File: src/uvs_div.sv
// restoring divider, one quotient bit per cell, num / den
module uvs_div #(
  parameter int unsigned NW = 41,
  parameter int unsigned DW = 9
) (
  input  logic          clk_i,
  input  logic          rst_ni,
  input  logic          en_i,
  input  logic [NW-1:0] num_i,
  input  logic [DW-1:0] den_i,
  output logic [NW-1:0] quo_o
);

  logic [DW-1:0] rem_w [NW+1];
  logic [NW-1:0] num_w [NW+1];
  logic [DW-1:0] den_w [NW+1];

  assign rem_w[0] = '0;
  assign num_w[0] = num_i;
  assign den_w[0] = den_i;

  for (genvar g = 0; g < NW; g++) begin : g_cell
    logic [DW:0]   trial;
    logic          take;
    logic [DW-1:0] rem_d, rem_q, den_q;
    logic [NW-1:0] num_d, num_q;
    // shift in next numerator bit, subtract when it fits
    always_comb begin
      trial = {rem_w[g], num_w[g][NW-1]};
      take = trial >= {1'b0, den_w[g]};
      rem_d = take ? DW'(trial - {1'b0, den_w[g]}) : trial[DW-1:0];
      num_d = {num_w[g][NW-2:0], take};
    end
    always_ff @(posedge clk_i or negedge rst_ni) begin
      if (!rst_ni) begin
        rem_q <= '0;
      end else if (en_i) begin
        rem_q <= rem_d;
      end
    end
    always_ff @(posedge clk_i) begin
      if (en_i) begin
        num_q <= num_d;
        den_q <= den_w[g];
      end
    end
    assign rem_w[g+1] = rem_q;
    assign num_w[g+1] = num_q;
    assign den_w[g+1] = den_q;
  end

  assign quo_o = num_w[NW];

endmodule

File: config.mk
export PLATFORM = sky130hd
export DESIGN_NAME = uvs_div
export DESIGN_NICKNAME = d
export VERILOG_FILES = /design/src/uvs_div.sv
export SDC_FILE = /design/constraint.sdc
export NUM_CORES = 2
export LEC_CHECK = 0
export BUFFER_PORTS_ARGS = -buffer_cell sky130_fd_sc_hd__buf_2
export CORE_ASPECT_RATIO = 0.7
export CORE_MARGIN = 8
export CORE_UTILIZATION = 45
export CTS_BUF_LIST = sky130_fd_sc_hd__clkbuf_4 sky130_fd_sc_hd__clkbuf_8
export DETAILED_ROUTE_END_ITERATION = 10
export PLACE_DENSITY = 0.64
export REMOVE_ABC_BUFFERS = 1
export SETUP_SLACK_MARGIN = 0.4
export SYNTH_ARGS = -nofsm -noshare
export SYNTH_HDL_FRONTEND = slang
export SYNTH_SLANG_ARGS = --single-unit
File: constraint.sdc
create_clock -name clk_i -period 3.5 [get_ports clk_i]
set_input_delay 0.175 -clock clk_i [delete_from_list [all_inputs] [get_ports clk_i]]
set_output_delay 0.175 -clock clk_i [all_outputs]
set_load 0.01 [all_outputs]
==> impl_metrics.py <==
metrics = {
    "route": {
        "post_drt_wl_per_cell_um": 16.6,
        "first_iter_violations": 3578,
        "drcViolationCount": 0,
        "vias": 48000,
        "ant_nets": 0,
        "vias_per_cell": 5.04,
        "wirelength_mm": 158,
        "first_pass_iters": 8,
    },
    "logic_synthesis": {
        "avgSynthCellArea_um2": 15.9,
        "seq_area_frac_synth_pct": 74.5,
        "synth-seq-cells": 2401,
        "synth_ff_type": "edfxtp_1",
        "ys_types": 77,
        "synth-edff-count": 2041,
        "synth_area_um2": 94400,
        "yosys.area.top_type": "edfxtp_1",
        "yosysTopAreaCellShare_pct": 64.9,
        "syn_inst": 5951,
        "yosysWarnings": 0,
        "synth-async-reset-ratio_pct": 15.0,
        "ys_top_cells_by_area": "edfxtp_1 65%, dfrtp_1 9.5%, ha_1 4.8%",
    },
    "pwr": {
        "p_int_uw": 57000,
        "ir_drop_mv": 0.382,
        "p_per_area_nw_per_um2": 765,
        "power_leakage_uw": 0.0416,
        "power_frac_seq_pct": 46.0,
        "combPwrFrac_pct": 26.2,
        "p_sw_share_pct": 30.3,
        "p_sw_uw": 24800,
        "clkPwrFrac_pct": 27.8,
        "total_power_uw": 81800,
    },
    "sta": {
        "hold_viol_final": 0,
        "drv_slew": 0,
        "finalSetupViolations": 0,
        "setup_ws_ns": 0.638,
        "tightestPinTransition_ns": 1.17,
        "fin_crit_sh_pct": 81.8,
        "slew_headroom_pct": 21.9,
        "max_freq_mhz": 349,
        "final.min_clock_period_ns": 2.86,
        "fin_skew_ns": 0.0640,
        "rsz0062_at_grt": "no",
    },
    "grt": {
        "grt_pass1_vias": 48200,
        "grt.total_usage_pct": 13.9,
        "grt_pass1_wl_mm": 257,
        "overflow": 0,
        "grt_max_degree": 195,
        "antenna_found_initial": 3,
    },
    "setup_path": {
        "crit_required_ns": 4.28,
        "worstSetupPathType": "register to register",
        "rr_worst_depth": 9,
        "cp_max_fo": 11,
        "end_kind": "register",
        "rr_startpoint": "g_cell[30].den_q[0]$_DFFE_PP_",
        "endpoint": "g_cell[31].rem_q[0]$_DFFE_PN0P_",
        "crit_path_start": "g_cell[30].den_q[0]$_DFFE_PP_",
        "worstPathArrival_ns": 3.64,
        "start_kind": "register",
        "reg2reg_slack_ns": 0.64,
        "timing.rr.end": "g_cell[31].rem_q[0]$_DFFE_PN0P_",
    },
    "placement": {
        "place_inst": 8751,
        "dpl-instance-area_um2": 98600,
        "gp_congestion": 0.839,
        "dp.final_hpwl_mm": 98.0,
        "io_buffers": 93,
        "post-place-ws_ns": 0.507,
    },
    "min_path": {
        "hold_depth": 6,
        "hp-class": "input pin to register",
    },
    "floorplanning": {
        "io_pins": 94,
        "core_area_um2": 208000,
        "row_count": 140,
        "chipHeight_um": 399,
        "dieArea_um2": 225000,
        "die_w_um": 563,
        "start_util_pct": 45.3,
    },
    "clocking": {
        "htreeDepth": 5,
        "cts_tree": "yes",
        "cts_root_buf": "clkbuf_8",
        "insertion_delay_ns": 0.93,
        "postCtsSetupBuffers": 0,
        "cts_buffers": 361,
        "clock-sinks": 2401,
        "clk_pin_slew_worst_paths_ns": 0.06,
        "clk_path_buf_depth": 4,
    },
    "layout": {
        "instances_no_fill": 9520,
        "final_core_util_pct": 51.4,
        "layout_commonest_cell": "edfxtp_1",
        "fin_area_um2": 107000,
        "nNetsFinal": 6902,
        "drive_gt1_share_pct": 13.1,
        "areaGrowthSynthToFinish_pct": 13.3,
        "layout_common_cells": "2,041 x edfxtp_1, 509 x inv_1, 380 x clkbuf_8",
    },
    "run_status": {
        "outcome": "finished clean",
    },
    "flow_run": {
        "max_cap_violations": 0,
    },
}
[final cells by class]
type / instances / area, um^2
Antenna cell: 3 / 7.51
Tap cell: 2769 / 3460
Fill cell: 17200 / 101000
Clock buffer: 514 / 6240
Inverter: 512 / 1920
Clock inverter: 149 / 1000
Multi-Input combinational cell: 2898 / 21500
Timing Repair Buffer: 274 / 2500
Sequential cell: 2401 / 70300
[metrics by stage]
stage	setup TNS (ns)	hold WS, ns
after floorplan	-5.43	-0.121
after global placement	0	0.154
after detailed placement	0	0.156
after CTS	0	0.126
after global routing	0	0.234
final	0	0.268
[registers in the layout, indices dropped and copies added (netlist names)]
name	cells
quo_o	41
g_cell.num_q	1640
g_cell.rem_q	360
g_cell.den_q	360
[worst min-delay path by stage]
stage | from | to | slack [ns]
2_1_floorplan | rst_ni | g_cell[0].rem_q[0]$_DFFE_PN0P_ | -0.12
3_3_place_gp | rst_ni | g_cell[39].rem_q[1]$_DFFE_PN0P_ | 0.15
3_5_place_dp | rst_ni | g_cell[39].rem_q[6]$_DFFE_PN0P_ | 0.16
4_1_cts | num_i[40] | g_cell[0].rem_q[0]$_DFFE_PN0P_ | 0.13
5_1_grt | num_i[40] | g_cell[0].rem_q[0]$_DFFE_PN0P_ | 0.23
6_report | num_i[40] | g_cell[0].rem_q[0]$_DFFE_PN0P_ | 0.27
[per-layer routing]
metal | track usage, % | wire [um]
met2 | 20.0 | 66300
met5 | 0 | 0
met3 | 2.84 | 7360
met4 | 4.28 | 3710
met1 | 21.1 | 81000
[cell usage after synthesis (22+ instances only)]
cell type     n
inv_1       509
nand3_1      80
xor2_1       78
and3_1       38
a21o_1       92
a21oi_1     328
o31ai_1      26
dfrtp_1     360
ha_1        362
fa_1         39
nor2_1      312
xnor2_1     152
o21bai_1     43
o211ai_1     55
clkbuf_1     90
nand2_1     264
nand2b_1     36
a21oi_2      22
a31oi_1      38
o21ai_0     177
edfxtp_1   2041
nor2b_1      32
o21a_1       23
nor3_1       49
mux2i_1     247
mux2_2       48
[worst max-delay path, stage by stage, from the launching register on]
cell      delay (ns)
edfxtp_1        0.39
ha_1            0.23
inv_1           0.07
fa_1            0.21
a21oi_1         0.12
o211ai_1        0.19
nand2_1         0.11
a22oi_1         0.94
mux2i_1         0.18
mux2_2          0.31
[power by group through the flow]
stage | Combinational, uW | Clock (uW) | Sequential [uW]
after global routing | 23900 | 24900 | 38100
final | 21400 | 22700 | 37600
after floorplan | 16300 | 0 | 37200
after detailed placement | 21100 | 0 | 38300
after CTS | 21300 | 23700 | 37700
after global placement | 20500 | 0 | 38200
[what timing repair did]
item / in CTS / in global routing
resized for setup: 0 / 4
setup endpoints to repair: 0 / 15
hold buffers: 103 / 0
hold endpoints to repair: 545 / 0
[cell families after synthesis]
logic type               count (synthesis)  synth area share [%]
AO/OA/AOI/OAI                         1060                  7.37
flip-flops                            2401                  74.5
AND/OR/NAND/NOR                        905                  4.36
multiplexers                           302                  3.29
buffers and inverters                  652                  2.77
adder cells (fa/ha/maj)                401                  5.62
XOR/XNOR                               230                  2.13
(Power assumes the default switching activity.)
