$ cat config.mk
export PLATFORM = sky130hd
export DESIGN_NAME = uvs_cordic_cell
export DESIGN_NICKNAME = d
export VERILOG_FILES = /design/src/uvs_pkg.sv /design/src/uvs_cordic_cell.sv
export SDC_FILE = /design/constraint.sdc
export NUM_CORES = 1
export LEC_CHECK = 0
export ABC_CLOCK_PERIOD_IN_PS = 8100
export BUFFER_PORTS_ARGS = -buffer_cell sky130_fd_sc_hd__buf_2
export CAP_MARGIN = 30
export CORE_MARGIN = 2
export CORE_UTILIZATION = 36
export DETAILED_ROUTE_END_ITERATION = 8
export GPL_TIMING_DRIVEN = 1
export SETUP_SLACK_MARGIN = 0.4
export SLEW_MARGIN = 20
export SYNTH_ARGS = -nofsm -noshare
export SYNTH_HDL_FRONTEND = slang
export SYNTH_SLANG_ARGS = --single-unit
$ cat constraint.sdc
create_clock -name clk_i -period 8.1 [get_ports clk_i]
set_input_delay 0.405 -clock clk_i [delete_from_list [all_inputs] [get_ports clk_i]]
set_output_delay 0.405 -clock clk_i [all_outputs]
set_load 0.005 [all_outputs]
$ cat src/uvs_pkg.sv
package uvs_pkg;

  localparam int unsigned CordicSteps = 24;
  localparam int unsigned ZW = 34;
  localparam int unsigned XW = 34;
  localparam logic [31:0] PiQ30 = 32'd3373259426;
  localparam logic signed [XW-1:0] GainQ30 = 34'sd652032874;
  localparam int unsigned DefMaxRings = 255;
  localparam int unsigned DefMaxSegments = 255;

  typedef enum logic [1:0] {
    REG_RADIUS  = 2'd0,
    REG_RINGS   = 2'd1,
    REG_SEGS    = 2'd2,
    REG_UNUSED  = 2'd3
  } reg_idx_e;

  // arctangent of 2^-i in signed Q4.30
  function automatic logic signed [ZW-1:0] atan_step(input logic [4:0] i);
    logic signed [ZW-1:0] r;
    case (i)
      5'd0:  r = 34'sd843314857;
      5'd1:  r = 34'sd497837829;
      5'd2:  r = 34'sd263043837;
      5'd3:  r = 34'sd133525159;
      5'd4:  r = 34'sd67021687;
      5'd5:  r = 34'sd33543516;
      5'd6:  r = 34'sd16775851;
      5'd7:  r = 34'sd8388437;
      5'd8:  r = 34'sd4194283;
      5'd9:  r = 34'sd2097149;
      5'd10: r = 34'sd1048576;
      default: r = $signed({{(ZW-1){1'b0}}, 1'b1}) <<< (5'd30 - i);
    endcase
    return r;
  endfunction

  // one CORDIC pair travelling along the chain
  typedef struct packed {
    logic signed [XW-1:0] x;
    logic signed [XW-1:0] y;
    logic signed [ZW-1:0] z;
  } rot_t;

  // item context travelling alongside the rotation
  typedef struct packed {
    logic [1:0]  quad_r;
    logic [1:0]  quad_s;
    logic [7:0]  ring;
    logic [7:0]  seg;
    logic [7:0]  nr;
    logic [7:0]  ns;
    logic [15:0] radius;
  } ctx_t;

  typedef struct packed {
    logic        kind;
    logic [16:0] pos_x;
    logic [16:0] pos_y;
    logic [16:0] pos_z;
    logic [15:0] norm_x;
    logic [15:0] norm_y;
    logic [15:0] norm_z;
    logic [16:0] tex_u;
    logic [16:0] tex_v;
    logic [15:0] tri_index;
    logic        last;
  } res_t;

endpackage

$ cat src/uvs_cordic_cell.sv
// one CORDIC micro-rotation stage, registered
module uvs_cordic_cell #(
  parameter int unsigned STEP = 0
) (
  input  logic         clk_i,
  input  logic         en_i,
  input  uvs_pkg::rot_t a_i,
  output uvs_pkg::rot_t a_o
);

  localparam logic [4:0] StepIdx = 5'(STEP);
  uvs_pkg::rot_t a_d;
  logic signed [uvs_pkg::XW-1:0] dx, dy;

  always_comb begin
    dx = a_i.y >>> STEP;
    dy = a_i.x >>> STEP;
    if (!a_i.z[uvs_pkg::ZW-1]) begin
      a_d.x = a_i.x - dx;
      a_d.y = a_i.y + dy;
      a_d.z = a_i.z - uvs_pkg::atan_step(StepIdx);
    end else begin
      a_d.x = a_i.x + dx;
      a_d.y = a_i.y - dy;
      a_d.z = a_i.z + uvs_pkg::atan_step(StepIdx);
    end
  end

  always_ff @(posedge clk_i) begin
    if (en_i) begin
      a_o <= a_d;
    end
  end

endmodule

==> results.yml <==
setup_path:
  crit_path_end: "a_o[33]"
  timing_worst_setup_path_type: "in2reg"
  critical_path_source_type: "input pin"
  slowest_delay_ps: 590
  setup.worst_path.start: "a_i[33]"
  crit_required_ps: 8210
  arrival_ps: 4070
  crit_path_max_fanout: 61
  crit_top_cell: "sky130_fd_sc_hd__buf_4"
  critical_path.endpoint_type: "flop"
  timing.critical_path.slowest_stage_cell: "sky130_fd_sc_hd__a2111oi_0"
  critical_path.cell_chain: "buf_4 -> inv_2 -> buf_4 -> ha_1 -> nand2_1 -> or3_1 -> a2111oi_0 -> o31ai_1 -> a21oi_1 -> a41o_1 -> o21a_1 -> o21ai_0 -> o2bb2ai_1"
timing:
  min_period_ps: 3960
  min_period_over_period_pct: 48.9
  post-route-worst-setup-slack_ps: 4140
  timing_max_transition_violations_final: 0
  setup_viol: 0
  hold_viol_final: 0
  fin_hold_ws_ps: 408
  setup-tns-final_ps: 0
  timing.fmax_ghz: 0.253
  max_slew_headroom_at_the_worst_pin_pct: 47.3
  grt_setup_unrepaired: "no"
  timing_worst_slew_pin_value_ps: 791
synthesis:
  synth_edf_count: 101
  post_synth_instance_area_sq_um: 10100
  number_of_flip_flops_and_latches_in_the_synthesized_netlist: 101
  synthesis.area_per_instance_sq_um: 8.76
  synth-async-reset-ratio_pct: 0
  yosysSeqAreaShare_pct: 30.1
  yosys.cell_types.count: 73
  netlist_instances: 1151
  warning_count_from_the_yosys_run: 0
  mappedNetlistNets: 1390
  synth_top_flop_cell: "sky130_fd_sc_hd__edfxtp_1"
cells_and_area:
  sequential_cell_area_sq_um: 3030
  n_antenna_cell: 0
  largest_register_ffs: 101
  final_nets: 1561
  stdcell_count: 1705
  n_fill_cell: 2834
  layout_top_registers: "a_o (101)"
  areaGrowthSynthToFinish_pct: 15.8
  multi_input_comb_area_sq_um: 6430
  layout_commonest_cell: "sky130_fd_sc_hd__buf_2"
  fraction_of_layout_cells_with_a_size_suffix_above_1_pct: 17.9
  registers.top_by_ff_count: "a_o"
  mostFrequentLayoutCells: "sky130_fd_sc_hd__buf_2 (203), sky130_fd_sc_hd__a21oi_1 (142), sky130_fd_sc_hd__ha_1 (131)"
floorplanning:
  num_io_pins: 206
  die_height_um: 171
  rows: 61
  initial_utilization_pct: 36.4
  dieArea_sq_um: 29400
  die_width_um: 171
  fp.coreArea_sq_um: 27700
clocking:
  cts_tree: "yes"
  clock_path_buffers: 2
  post_cts_buffers: 0
  post_cts_resize_count: 0
  numClockSinks: 101
  clk_transition_reported_paths_ps: 70
  post_cts_hold_buffer_count: 0
  cts-htree-levels: 3
  numCtsBuffers: 9
  cts_root_buffer: "sky130_fd_sc_hd__clkbuf_16"
power_and_ir_drop:
  ir_drop_worst_vdd_v: 0.0000762
  p_leak_nw: 5.28
  power-per-cell-area_nw_per_um2: 160
global_routing:
  grt_pass1_wl_um: 46500
  grt.overflow.total: 0
  grt_antenna_before_repair: 2
  grt_start_max_net_pins: 62
  via_count_of_the_first_global_routing_pass: 8956
  groute.usage.overall_pct: 20.1
route:
  wl_um: 29800
  wl_per_cell_um: 17.5
  drc: 0
  drt_pass1_iterations: 5
  ant_nets: 0
  vias: 9216
  vias_per_cell: 5.41
  initial_drt_markers: 678
placed_design:
  hpwl_um: 23400
  place.port_buffers: 205
  placed_cells: 1689
  place.gp.congestion: 0.963
  preCtsSetupSlack_ps: 3790
outcome:
  status: "finished clean"
min_path:
  hold_path_class: "in2reg"
job:
  max_cap_viol_count: 0
report_power, final:
group	switching [W]	internal, W	total (W)
Sequential	0.0000217	0.000695	0.000716
Clock	0.000210	0.000208	0.000418
Combinational	0.000437	0.000299	0.000736
metrics by stage:
stage,cell area [sq um],total power [W],util (%)
floorplan,10100,0.00119,-
global placement,11400,0.00146,41.2
detailed placement,11400,0.00146,41.2
CTS,11700,0.00188,42.1
global route,11700,0.00199,42.1
finish,11700,0.00187,42.1
how the worst min path moves through the flow:
stage	start	end	slack [ps]	depth (start not counted)
global route	a_i[0]	a_o[0]	410	2
detailed placement	a_i[0]	a_o[0]	770	2
CTS	a_i[0]	a_o[0]	400	2
floorplan	en_i	a_o[0]	520	0
global placement	a_i[0]	a_o[0]	780	2
finish	a_i[0]	a_o[0]	410	2
per-layer routing:
metal	part of all wire [%]	global-route usage, %	vias up
li1	-	-	4493
met1	45	26.4	4279
met2	46	33.5	377
met3	6.7	3.11	63
met4	2.7	7.04	4
met5	0.060	0	-
Yosys cell counts, types with 6 or more instances:
cell	count	area, sq um
sky130_fd_sc_hd__a211oi_1	12	90.1
sky130_fd_sc_hd__a21o_1	40	300
sky130_fd_sc_hd__a21oi_1	142	711
sky130_fd_sc_hd__a31oi_1	7	43.8
sky130_fd_sc_hd__buf_1	8	30.0
sky130_fd_sc_hd__buf_2	6	30.0
sky130_fd_sc_hd__clkbuf_1	32	120
sky130_fd_sc_hd__edfxtp_1	101	3030
sky130_fd_sc_hd__ha_1	131	1640
sky130_fd_sc_hd__inv_1	105	394
sky130_fd_sc_hd__mux2i_1	17	170
sky130_fd_sc_hd__nand2_1	68	255
sky130_fd_sc_hd__nand2b_1	10	62.6
sky130_fd_sc_hd__nand3_1	14	70.1
sky130_fd_sc_hd__nand4_1	12	75.1
sky130_fd_sc_hd__nor2_1	89	334
sky130_fd_sc_hd__nor2b_1	12	75.1
sky130_fd_sc_hd__nor3_1	17	85.1
sky130_fd_sc_hd__nor4_1	8	50.1
sky130_fd_sc_hd__o211ai_1	10	75.1
sky130_fd_sc_hd__o21a_1	8	60.1
sky130_fd_sc_hd__o21ai_0	69	345
sky130_fd_sc_hd__o21bai_1	25	188
sky130_fd_sc_hd__o31ai_1	12	90.1
sky130_fd_sc_hd__xnor2_1	74	648
sky130_fd_sc_hd__xor2_1	20	175
logic make-up (layout without fill, tap and decap cells):
kind of cell	Yosys count	after routing	share of synthesized area, %
compound gates	389	389	24.8
xor+xnor	94	94	8.16
fa+ha+maj	135	135	17.0
buf+inv	159	335	6.14
flops	101	101	30.1
mux	18	18	1.80
simple gates	255	255	11.9
cell type report:
cell class                      count  area share, %
Clock buffer                       10           1.96
Clock inverter                      6          0.321
Inverter                          110           3.54
Multi-Input combinational cell    891           55.1
Sequential cell                   101           26.0
Tap cell                          378           4.05
Timing Repair Buffer              209           9.09
critical path, delay by kind of cell:
| kind | cells | cell delay [ps] |
|---|---|---|
| AOI/OAI and AO/OA | 7 | 1740 |
| buffers and inverters | 3 | 820 |
| adders and majority gates | 1 | 500 |
| and+or+nand+nor | 2 | 500 |
(Power assumes the default switching activity.)
